`config.mk`:
```
export PLATFORM = sky130hd
export DESIGN_NAME = taacr_queue
export DESIGN_NICKNAME = d
export VERILOG_FILES = /design/src/sv/taacr_pkg.sv /design/src/sv/taacr_queue.sv
export SDC_FILE = /design/constraint.sdc
export NUM_CORES = 1
export LEC_CHECK = 0
export BUFFER_PORTS_ARGS = -buffer_cell sky130_fd_sc_hd__buf_2
export CORE_MARGIN = 2
export CORE_UTILIZATION = 40
export CTS_BUF_LIST = sky130_fd_sc_hd__clkbuf_16
export DETAILED_ROUTE_END_ITERATION = 10
export HOLD_SLACK_MARGIN = 0.06
export PLACE_DENSITY = 0.78
export SETUP_SLACK_MARGIN = 0.02
export SYNTH_ARGS = -nofsm -noshare
export SYNTH_HDL_FRONTEND = slang
export SYNTH_SLANG_ARGS = --single-unit
export TNS_END_PERCENT = 10
```
`constraint.sdc`:
```
create_clock -name clk_i -period 0.9 [get_ports clk_i]
set_clock_uncertainty 0.1 [all_clocks]
set_input_delay 0.27 -clock clk_i [delete_from_list [all_inputs] [get_ports clk_i]]
set_output_delay 0.27 -clock clk_i [all_outputs]
set_load 0.02 [all_outputs]
```
`src/sv/taacr_pkg.sv`:
```
// ----------------------------------------------------------------------------
// taacr_pkg
// types, constants and the arctangent table shared by the angle-ratio check
// ----------------------------------------------------------------------------
package taacr_pkg;

  localparam int unsigned MaxSteps = 24;
  localparam int unsigned CoordW   = 32;
  localparam int unsigned DiffW    = 33;
  localparam int unsigned AngW     = 32;
  localparam int unsigned RatioW   = 24;
  localparam int unsigned CountW   = 4;
  localparam int unsigned DivW     = 33;
  localparam logic [CountW-1:0] SegHits = 4'd3;
  localparam logic signed [RatioW-1:0] RatioHi = 24'sh7FFFFF;
  localparam logic signed [RatioW-1:0] RatioLo = -24'sh800000;
  localparam logic [AngW-1:0] HalfTurn = 32'h8000_0000;
  localparam logic [AngW-1:0] RoundHalf = 32'h0000_8000;

  // register indexes on the configuration port
  localparam logic RegRatioMin = 1'b0;
  localparam logic RegRatioMax = 1'b1;

  // one vector on its way through the cordic
  typedef struct packed {
    logic signed [DiffW+1:0] x;
    logic signed [DiffW+1:0] y;
    logic [AngW-1:0]         z;
    logic                    zero;
  } vec_t;

  // classified item handed from the front to the back
  typedef struct packed {
    logic                    len_err;
    logic signed [15:0]      d1;
    logic signed [15:0]      d2;
  } cls_t;

  function automatic logic [AngW-1:0] atan_turn(input logic [4:0] i);
    logic [AngW-1:0] r;
    unique case (i)
      5'd0:  r = 32'h20000000;  5'd1:  r = 32'h12E4051E;
      5'd2:  r = 32'h09FB385B;  5'd3:  r = 32'h051111D4;
      5'd4:  r = 32'h028B0D43;  5'd5:  r = 32'h0145D7E1;
      5'd6:  r = 32'h00A2F61E;  5'd7:  r = 32'h00517C55;
      5'd8:  r = 32'h0028BE53;  5'd9:  r = 32'h00145F2F;
      5'd10: r = 32'h000A2F98;  5'd11: r = 32'h000517CC;
      5'd12: r = 32'h00028BE6;  5'd13: r = 32'h000145F3;
      5'd14: r = 32'h0000A2FA;  5'd15: r = 32'h0000517D;
      5'd16: r = 32'h000028BE;  5'd17: r = 32'h0000145F;
      5'd18: r = 32'h00000A30;  5'd19: r = 32'h00000518;
      5'd20: r = 32'h0000028C;  5'd21: r = 32'h00000146;
      5'd22: r = 32'h000000A3;  5'd23: r = 32'h00000051;
      default: r = '0;
    endcase
    return r;
  endfunction

endpackage

```
`src/sv/taacr_queue.sv`:
```
// ----------------------------------------------------------------------------
// taacr_queue
// short register queue between the front and the back part
// ----------------------------------------------------------------------------
module taacr_queue (
  input  logic            clk_i,
  input  logic            rst_ni,
  input  logic            vld_i,
  input  taacr_pkg::cls_t cls_i,
  output logic            vld_o,
  output taacr_pkg::cls_t cls_o
);
  import taacr_pkg::*;

  // the back never stalls, so one slot drains every cycle
  always_ff @(posedge clk_i or negedge rst_ni) begin
    if (!rst_ni) begin
      vld_o <= 1'b0;
    end else begin
      vld_o <= vld_i;
    end
  end

  always_ff @(posedge clk_i) begin
    if (vld_i) begin
      cls_o <= cls_i;
    end
  end

endmodule

```
==> flow_results.org <==
** Run status
- Status :: finished, violations left
- Violations in the final reports :: negative setup slack

** STA
- The worst pin sits at a relative slew slack of 92.1%.
- Least setup slack across all paths after layout :: -0.286 ns
- For the pin with the worst max-slew slack, the measured transition is 0.119 ns.
- The number of max-slew violations in the final report was 0.
- Highest achievable clock rate :: 843 MHz
- After layout, the worst path uses 132% of the clock period.
- Unrepaired setup endpoints after global routing :: true
- Setup violations remaining at the end of the flow were counted as 34.
- The total count of hold-check failures in the final report is 0.
- Subtracting the final worst setup slack from the clock period gives 1.19 ns.

** Setup path
- Cell class contributing the biggest share of worst-path delay :: flip-flops
- Tracing the worst setup path back leads to its startpoint at cls_o[28].
- In this run the number of cells on the critical path is 1.
- Buffers plus inverters on the worst setup path :: 1
- By startpoint and endpoint, the worst setup path is classified as flip-flop to output pin.
- Sequence of cells on the critical path :: buf_6
- Crit path to :: cls_o[28]
- STA classifies the critical path endpoint as an output pin.
- Critical path fanouts, max :: 1
- Worst stage delay on the critical path :: 0.40 ns
- Data arrival time of the critical path :: 0.82 ns
- For this design, the slowest cell found on the critical path is sky130_fd_sc_hd__edfxtp_1.
- The worst setup path is launched from a flip-flop.
- STA puts the critical path data required time at 0.53 ns.

** Clock tree
- Counting the buffers created by CTS gives 5.
- TritonCTS built the clock tree.
- The clock tree synthesis step divided the H-tree into 2 levels.
- Number of clock sinks :: 34
- Buffers added to address setup during post-CTS repair amount to 0.
- No sink is reached through more buffers than the 2 on the longest clock path.
- Clock tree root driver cell :: sky130_fd_sc_hd__clkbuf_16
- After clock tree synthesis, the clock-pin slew on the worst setup and hold paths is 0.05 ns.

** Power and ir drop
- Post-route total power :: 3.81 mW
- VDD sags by at most 0.00162 V.
- The analysis attributes to cell leakage a power of 0.703 nW.
- In this run the power density over the cells is 2370 nW/µm².

** GRT
- Initial antenna violation count :: 0
- Vias in the first global route :: 576
- Entering global routing, the biggest net connects 20 pins.
- Overall Global Routing Usage :: 13.4%
- Global-route wire length before repair :: 2.48 mm
- Global routing finished with a remaining overflow of 0.

** Placed design
- Number of cells after detailed placement :: 135
- Port buffering added 69 buffers.
- RePlAce Congestion :: 0.630
- Post-placement cell area :: 1440 µm²

** Route
- For this run, design rule violations remaining after detail routing come to 0.
- Number of DRC violations after detailed-routing iteration 0 :: 6
- Total vias in the final route :: 600
- Routed vias/inst :: 4.23
- Detail Route Antenna Nets :: 0
- The first TritonRoute pass finished after 3 iterations.
- The final layout contains routed wiring with a total length of 1.94 mm.
- After detailed routing, the average wire length per cell comes to 13.7 µm.

** Layout
- Once layout is complete, the cells apart from fillers number 142.
- Relative to the synthesized area, the layout overhead comes to 58.4%.
- Cells with a size suffix above 1 make up 67.9% of the layout.
- Summing all multi-input logic gate instances after layout gives 0 µm².
- For this run, combinational gates with multiple inputs come to 0.
- Filler Cell Count :: 197
- The net count of the finished layout is 149.
- 0 antenna diodes ended up in the layout.
- Design Area, Final :: 1610 µm²

** Synth
- Yosys warning count :: 0
- Synth Instances :: 34
- Avg Cell Area, Syn :: 29.9 µm²
- Dominant cells by area after synthesis :: sky130_fd_sc_hd__edfxtp_1 98%, sky130_fd_sc_hd__dfrtp_1 2.5%
- Summing every instance area after synthesis gives 1020 µm².
- The largest total area in the synthesized netlist belongs to sky130_fd_sc_hd__edfxtp_1.
- The netlist uses 2 different library cells.
- The share of synthesized area in the top cell type comes to 97.5%.
- Flops & latches, synth :: 34
- When the netlist entered floorplanning its net count stood at 70.
- Sequential elements use 100% of the synthesized area.

** Floorplan
- Area of the die :: 2960 µm²
- The region available for standard cell placement spans 2430 µm².
- Die outline height :: 54.4 µm
- In this run the count of I/O pins placed on the die edge is 70.
- In this run the horizontal extent of the chip is 54.4 µm.
- The floorplan has 18 rows.
- Initial standard-cell utilization of the core :: 41.8%

** Run
- Max-Cap Viols :: 0

** Hold path
- The min-delay analysis places its worst path in the category primary input to flip-flop.
- Along the worst hold path, the cell count comes to 1.
state kept, by name, indices dropped and copies added, names as in the netlist:
| signal | cells |
|---|---|
| cls_o | 33 |
| vld_o | 1 |
where the power goes:
group          internal [mW]  total, mW  switching (mW)  leakage (nW)
Combinational          0.171      0.418           0.247         0.305
Clock                  0.976       1.48           0.502        0.0632
Sequential              1.88       1.91          0.0316         0.335
synthesized netlist by cell type (all sizes together):
| cell type | instances |
|---|---|
| dfrtp | 1 |
| edfxtp | 33 |
area by class of cell:
class | count | area [µm²] | share of cell area [%]
clock buffers | 5 | 125 | 7.78
clock inverters | 1 | 3.75 | 0.233
repair buffers | 72 | 427 | 26.5
flip-flops and latches | 34 | 1020 | 63.1
well taps | 30 | 37.5 | 2.33
cells in the final DEF, fill, tap and decap left out:
cell type,count
sky130_fd_sc_hd__dlygate4sd3_1,1
sky130_fd_sc_hd__buf_2,64
sky130_fd_sc_hd__buf_12,2
sky130_fd_sc_hd__dfrtp_1,1
sky130_fd_sc_hd__buf_6,5
sky130_fd_sc_hd__clkinv_1,1
sky130_fd_sc_hd__clkbuf_16,5
sky130_fd_sc_hd__edfxtp_1,33
worst min path at each step:
stage | start | slack (ns) | to
finish | cls_i[2] | 0.08 | cls_o[2]
global route | cls_i[18] | 0.07 | cls_o[18]
CTS | cls_i[2] | 0.07 | cls_o[2]
detailed placement | rst_ni | -0.05 | vld_o
global placement | rst_ni | -0.06 | vld_o
floorplan | rst_ni | -0.13 | vld_o
cell families (layout without fill, tap and decap cells):
group	after synthesis	count (layout)	share of synthesized area, %
DFF	34	34	100
buffers and inverters	0	78	0
stage by stage:
stage / setup TNS [ns] / hold WS [ns] / worst slack, ns / util, %
2_1_floorplan: 0 / -0.126 / 0.0805 / -
3_3_place_gp: -2.03 / -0.0552 / -0.0692 / 59.2
3_5_place_dp: -2.29 / -0.0532 / -0.0761 / 59.2
4_1_cts: -9.09 / 0.0669 / -0.302 / 65.4
5_1_grt: -9.58 / 0.0703 / -0.317 / 66.2
6_report: -8.61 / 0.0770 / -0.286 / 66.2
what timing repair did:
| item | CTS | global route |
|---|---|---|
| hold endpoints to repair | 1 | 0 |
| gates resized for setup | 4 | 6 |
| hold buffers | 1 | 0 |
| cloned | 0 | 0 |
| endpoints found under the setup margin | 34 | 34 |
layer usage:
metal	track usage [%]	up-vias	part of all wire [%]
met3	6.28	2	10
met2	20.9	38	53
met5	0	-	0
met1	13.5	269	36
met4	11.3	0	0.72
li1	-	291	-
No activity file was read; power rests on OpenSTA's default activity.
