[config.mk]
export PLATFORM = sky130hd
export DESIGN_NAME = taacr_back
export DESIGN_NICKNAME = d
export VERILOG_FILES = /design/src/sv/taacr_pkg.sv /design/src/sv/taacr_back.sv
export SDC_FILE = /design/constraint.sdc
export NUM_CORES = 2
export LEC_CHECK = 0
export BUFFER_PORTS_ARGS = -buffer_cell sky130_fd_sc_hd__buf_2
export CAP_MARGIN = 20
export CELL_PAD_IN_SITES_DETAIL_PLACEMENT = 1
export CELL_PAD_IN_SITES_GLOBAL_PLACEMENT = 2
export CORE_MARGIN = 2
export CORE_UTILIZATION = 42
export DETAILED_ROUTE_END_ITERATION = 8
export PLACE_DENSITY = 0.86
export SLEW_MARGIN = 0
export SYNTH_ARGS = -nofsm -noshare
export SYNTH_HDL_FRONTEND = slang
export SYNTH_SLANG_ARGS = --single-unit
[constraint.sdc]
create_clock -name clk_i -period 6 [get_ports clk_i]
set_clock_uncertainty 0.15 [all_clocks]
set_input_delay 1.2 -clock clk_i [delete_from_list [all_inputs] [get_ports clk_i]]
set_output_delay 1.2 -clock clk_i [all_outputs]
set_load 0.03 [all_outputs]
[src/sv/taacr_pkg.sv]
// ----------------------------------------------------------------------------
// taacr_pkg
// types, constants and the arctangent table shared by the angle-ratio check
// ----------------------------------------------------------------------------
package taacr_pkg;

  localparam int unsigned MaxSteps = 24;
  localparam int unsigned CoordW   = 32;
  localparam int unsigned DiffW    = 33;
  localparam int unsigned AngW     = 32;
  localparam int unsigned RatioW   = 24;
  localparam int unsigned CountW   = 4;
  localparam int unsigned DivW     = 33;
  localparam logic [CountW-1:0] SegHits = 4'd3;
  localparam logic signed [RatioW-1:0] RatioHi = 24'sh7FFFFF;
  localparam logic signed [RatioW-1:0] RatioLo = -24'sh800000;
  localparam logic [AngW-1:0] HalfTurn = 32'h8000_0000;
  localparam logic [AngW-1:0] RoundHalf = 32'h0000_8000;

  // register indexes on the configuration port
  localparam logic RegRatioMin = 1'b0;
  localparam logic RegRatioMax = 1'b1;

  // one vector on its way through the cordic
  typedef struct packed {
    logic signed [DiffW+1:0] x;
    logic signed [DiffW+1:0] y;
    logic [AngW-1:0]         z;
    logic                    zero;
  } vec_t;

  // classified item handed from the front to the back
  typedef struct packed {
    logic                    len_err;
    logic signed [15:0]      d1;
    logic signed [15:0]      d2;
  } cls_t;

  function automatic logic [AngW-1:0] atan_turn(input logic [4:0] i);
    logic [AngW-1:0] r;
    unique case (i)
      5'd0:  r = 32'h20000000;  5'd1:  r = 32'h12E4051E;
      5'd2:  r = 32'h09FB385B;  5'd3:  r = 32'h051111D4;
      5'd4:  r = 32'h028B0D43;  5'd5:  r = 32'h0145D7E1;
      5'd6:  r = 32'h00A2F61E;  5'd7:  r = 32'h00517C55;
      5'd8:  r = 32'h0028BE53;  5'd9:  r = 32'h00145F2F;
      5'd10: r = 32'h000A2F98;  5'd11: r = 32'h000517CC;
      5'd12: r = 32'h00028BE6;  5'd13: r = 32'h000145F3;
      5'd14: r = 32'h0000A2FA;  5'd15: r = 32'h0000517D;
      5'd16: r = 32'h000028BE;  5'd17: r = 32'h0000145F;
      5'd18: r = 32'h00000A30;  5'd19: r = 32'h00000518;
      5'd20: r = 32'h0000028C;  5'd21: r = 32'h00000146;
      5'd22: r = 32'h000000A3;  5'd23: r = 32'h00000051;
      default: r = '0;
    endcase
    return r;
  endfunction

endpackage

[src/sv/taacr_back.sv]
// ----------------------------------------------------------------------------
// taacr_back
// pipelined restoring divider for the angle change ratio, saturation and
// limit check
// ----------------------------------------------------------------------------
module taacr_back (
  input  logic                               clk_i,
  input  logic                               rst_ni,
  input  logic                               vld_i,
  input  taacr_pkg::cls_t                    cls_i,
  input  logic signed [taacr_pkg::RatioW-1:0] ratio_min_i,
  input  logic signed [taacr_pkg::RatioW-1:0] ratio_max_i,
  output logic                               valid_o,
  output logic                               compatible_o,
  output logic                               length_error_o,
  output logic signed [taacr_pkg::RatioW-1:0] angle_ratio_o
);
  import taacr_pkg::*;

  // |d1|*65536 fits 32 bits, quotient up to 32 bits; one bit per stage
  localparam int unsigned QW = 32;

  typedef struct packed {
    logic              len_err;
    logic              neg;
    logic              nz1;
    logic              nz2;
    logic              pos1;
    logic [QW-1:0]     num;
    logic [16:0]       den;
    logic [16:0]       rem;
    logic [QW-1:0]     quo;
  } div_t;

  div_t dv_q [QW+1];
  logic dvv_q [QW+1];

  always_comb begin
    logic [16:0] a1;
    logic [16:0] a2;
    a1 = cls_i.d1[15] ? -17'(cls_i.d1) : 17'(cls_i.d1);
    a2 = cls_i.d2[15] ? -17'(cls_i.d2) : 17'(cls_i.d2);
    dvv_q[0]        = vld_i;
    dv_q[0].len_err = cls_i.len_err;
    dv_q[0].neg     = cls_i.d1[15] ^ cls_i.d2[15];
    dv_q[0].nz1     = cls_i.d1 != '0;
    dv_q[0].nz2     = cls_i.d2 != '0;
    dv_q[0].pos1    = !cls_i.d1[15];
    dv_q[0].num     = {a1[15:0], 16'h0000};
    dv_q[0].den     = a2;
    dv_q[0].rem     = '0;
    dv_q[0].quo     = '0;
  end

  // one quotient bit per stage
  for (genvar s = 0; s < QW; s++) begin : g_div
    always_ff @(posedge clk_i or negedge rst_ni) begin
      if (!rst_ni) begin
        dvv_q[s+1] <= 1'b0;
      end else begin
        dvv_q[s+1] <= dvv_q[s];
      end
    end
    always_ff @(posedge clk_i) begin
      logic [17:0] t;
      div_t        n;
      n = dv_q[s];
      t = {dv_q[s].rem, dv_q[s].num[QW-1-s]};
      if (t >= {1'b0, dv_q[s].den}) begin
        n.rem = 17'(t - {1'b0, dv_q[s].den});
        n.quo = {dv_q[s].quo[QW-2:0], 1'b1};
      end else begin
        n.rem = t[16:0];
        n.quo = {dv_q[s].quo[QW-2:0], 1'b0};
      end
      dv_q[s+1] <= n;
    end
  end

  // sign, saturation and limits
  always_comb begin
    div_t f;
    logic signed [RatioW-1:0] r;
    f = dv_q[QW];
    if (!f.nz2) begin
      r = f.pos1 ? RatioHi : RatioLo;
    end else if (f.neg) begin
      r = (f.quo > 32'd8388608) ? RatioLo : RatioW'(-f.quo);
    end else begin
      r = (f.quo > 32'd8388607) ? RatioHi : RatioW'(f.quo);
    end
    valid_o = dvv_q[QW];
    if (f.len_err) begin
      compatible_o   = 1'b0;
      length_error_o = 1'b1;
      angle_ratio_o  = '0;
    end else if (!f.nz1 && !f.nz2) begin
      compatible_o   = 1'b1;
      length_error_o = 1'b0;
      angle_ratio_o  = '0;
    end else begin
      compatible_o   = (r >= ratio_min_i) && (r <= ratio_max_i);
      length_error_o = 1'b0;
      angle_ratio_o  = r;
    end
  end

  // a length error never claims compatibility
  assert property (@(posedge clk_i) disable iff (!rst_ni)
    valid_o && length_error_o |-> !compatible_o)
    else $error("length error with compatible set");

  // a zero-divisor ratio with a nonzero numerator is saturated to one of the limits
  assert property (@(posedge clk_i) disable iff (!rst_ni)
    valid_o && !length_error_o && !dv_q[QW].nz2 && dv_q[QW].nz1 |->
      (angle_ratio_o == RatioHi || angle_ratio_o == RatioLo))
    else $error("zero divisor not saturated");

  // the last divider stage never fires without its predecessor having fired
  assert property (@(posedge clk_i) disable iff (!rst_ni)
    dvv_q[QW] |-> $past(dvv_q[QW-1]))
    else $error("divider valid out of sequence");

endmodule
==> flow_summary.ini <==
[clock_tree]
cts_buffers = 193
clock_latency_ps = 810
clockBufferDepth = 3
cts-root-buf = clkbuf_16
clkSlewWorstSetupHoldPaths_ps = 60
cts_tree = built
cts.sinks = 1894
cts_max_level = 4
hold_buffers = 0

[detailed_routing]
drt_drc_violations_left = 0
drt-initial-drc-count = 1659
routed_wl_um = 168000
wl_per_cell_um = 17.7
vias_per_cell = 5.00
detail-route-antenna-nets = 0
num_vias = 47646
drtPass1Iterations = 5

[floorplanning]
die_h_um = 418
die-width_um = 418
dieArea_um2 = 175000
floorplan.initialDensity = 0.424
num_rows = 151
num_io_pins = 111
fp.coreArea_um2 = 170000

[pwr]
ir_drop_v = 0.000336
cellPowerDensity_nw_per_um2 = 562
leakagePower_nw = 37.6
switching_share = 0.334
p_clk_frac = 0.273
intPower_mw = 30.9
seqPwrFrac = 0.365
finalPower_mw = 46.3
pwr-share-comb = 0.363
p_switching_mw = 15.5

[timing]
final-setup-viol-count = 1
fin_setup_tns_ps = -430
fin_crit_sh = 1.07
final_max_slew_viol_count = 0
holdWs_ps = 157
period_minus_slack_ps = 6430
final_hold_viol_count = 0
max_freq_mhz = 156
rsz0062_at_grt = yes
relSlewSlack = 0.322
fin_ws_ps = -430
worst_pin_slew_ps = 1010

[logic_synthesis]
ys.flop_type = dfxtp_1
yosysMostFrequentCell = dfxtp_1
synth_top_area_share = 0.518
syn_avg_cell_area_um2 = 10.5
synth_top_area_cell = dfxtp_1
synth.area.top_cells = dfxtp_1, ha_1, mux2_2
yosys_register_bits = 1894
synthArstFlopShare = 0.0169
syn_inst = 6858
yosysUniqueCellTypes = 87
ys_seq_area_frac = 0.530
yosysWarningCount = 0
netlist_area_um2 = 71900
synth_common_cells = dfxtp_1, inv_1, ha_1
syn-num-nets = 7551
synth_edf_count = 0

[setup_path]
cp_max_fo = 4
cp.required_ps = 4650
timing.rr.start = dv_q[1082]
end_kind = output pin
cp-start-kind = flip-flop
crit_type = reg2out
cp-startpoint = dv_q[10]
critPathArrivalTime_ps = 5080

[run_status]
status = finished with violations
violations = setup timing

[min_path]
hp-class = reg2reg
holdCritStartpoint = dv_q[2985]

[placement]
io_buffers = 110
pre_cts_slack_ps = 81.6
dp_cells = 9164
place_congestion = 0.827
dpl_cell_area_um2 = 75400
post-dp-hpwl_um = 129000

[final_layout]
nFillCells = 18470
fin_nets = 7839
stdcell_area_um2 = 82400
finish.utilization = 0.486
area_growth_pct = 14.6
layout-drive-gt1-share = 0.121
stdcell_count = 9523

[grt]
grt_use_total = 0.194
grt_pass1_vias = 52011
antenna_found_initial = 1
grt_pass1_wl_um = 274000
grt_max_degree = 36
grt_remaining_overflow = 0

[flow_run]
drv_cap = 0
registers in the layout, summed over array words and instances (netlist names):
register,cells
dvv_q,31
valid_o,1
dv_q,1862
power by group through the flow:
stage	sequential (mW)	clock (mW)	combinational (mW)
global route	17.2	13.5	18.8
CTS	17.0	13.0	16.9
finish	16.9	12.6	16.8
floorplan	16.4	0	13.0
global placement	17.1	0	16.1
detailed placement	17.2	0	16.7
what timing repair did:
item | in CTS | in global routing
endpoints found under the hold margin | 0 | 0
resized for setup | 16 | 3
setup endpoints to repair | 1 | 1
pin swaps | 4 | 1
setup buffers | 2 | 0
path summary, 6_finish.rpt:
kind / slack (ps) / endpoint / cells past startpoint
max: -430 / compatible_o / 16
min: 160 / dv_q[2882] / 0
max reg2reg: 2100 / dv_q[969] / 11
min reg2reg: 160 / dv_q[2882] / 0
max in group asynchronous: 4960 / dvv_q[30] / 1
min in group asynchronous: 290 / dvv_q[8] / 1
logic make-up (layout without fill, tap and decap cells):
| family | count (synthesis) | count (layout) | synth area share |
|---|---|---|---|
| DFF | 1894 | 1894 | 0.530 |
| other | 1 | 2 | 0.0000522 |
| AOI/OAI and AO/OA | 1470 | 1470 | 0.126 |
| muxes | 326 | 326 | 0.0504 |
| adders and majority gates | 609 | 609 | 0.109 |
| and+or+nand+nor | 1302 | 1302 | 0.0883 |
| buffers and inverters | 826 | 1272 | 0.0439 |
| xor gates and xnor gates | 430 | 430 | 0.0524 |
metal layers:
| metal | track usage | up-vias | routed length [um] |
|---|---|---|---|
| met1 | 0.218 | 22856 | 70000 |
| met4 | 0.0739 | 0 | 5930 |
| met2 | 0.368 | 578 | 88000 |
| li1 | - | 23910 | - |
| met5 | 0 | - | 0 |
| met3 | 0.0257 | 302 | 4260 |
area by class of cell:
class / count / area (um2) / share of cell area
Sequential cell: 1894 / 38100 / 0.462
Clock buffer: 260 / 5540 / 0.0672
Antenna cell: 1 / 2.50 / 0.0000304
Inverter: 744 / 2790 / 0.0339
Timing Repair Buffer: 175 / 1090 / 0.0132
Clock inverter: 93 / 1350 / 0.0163
Tap cell: 2218 / 2780 / 0.0337
Multi-Input combinational cell: 4138 / 30800 / 0.374
worst max-delay path, cell delays in order, from the launching register on:
cell,delay [ps]
dfxtp_2,320
or4_4,540
or4_4,470
o41ai_4,280
nand4_2,210
buf_4,200
o211a_1,290
ha_4,310
nand4_1,140
nor4_2,330
buf_4,160
a21oi_1,70
and2_1,170
and4_1,190
or3_1,320
a21oi_2,140
buf_6,150
placed cells by master (no fill, tap or decap), types with 189 or more instances in the layout:
cell and n:
o21ai_0 397, clkbuf_16 198, ha_1 578, dfxtp_1 1861, nor2_1 306, inv_1 744, a21o_1 189, a21oi_1 453
nand2_1 382, mux2_2 286, xnor2_1 265
Power figures use the tool's default switching activity.
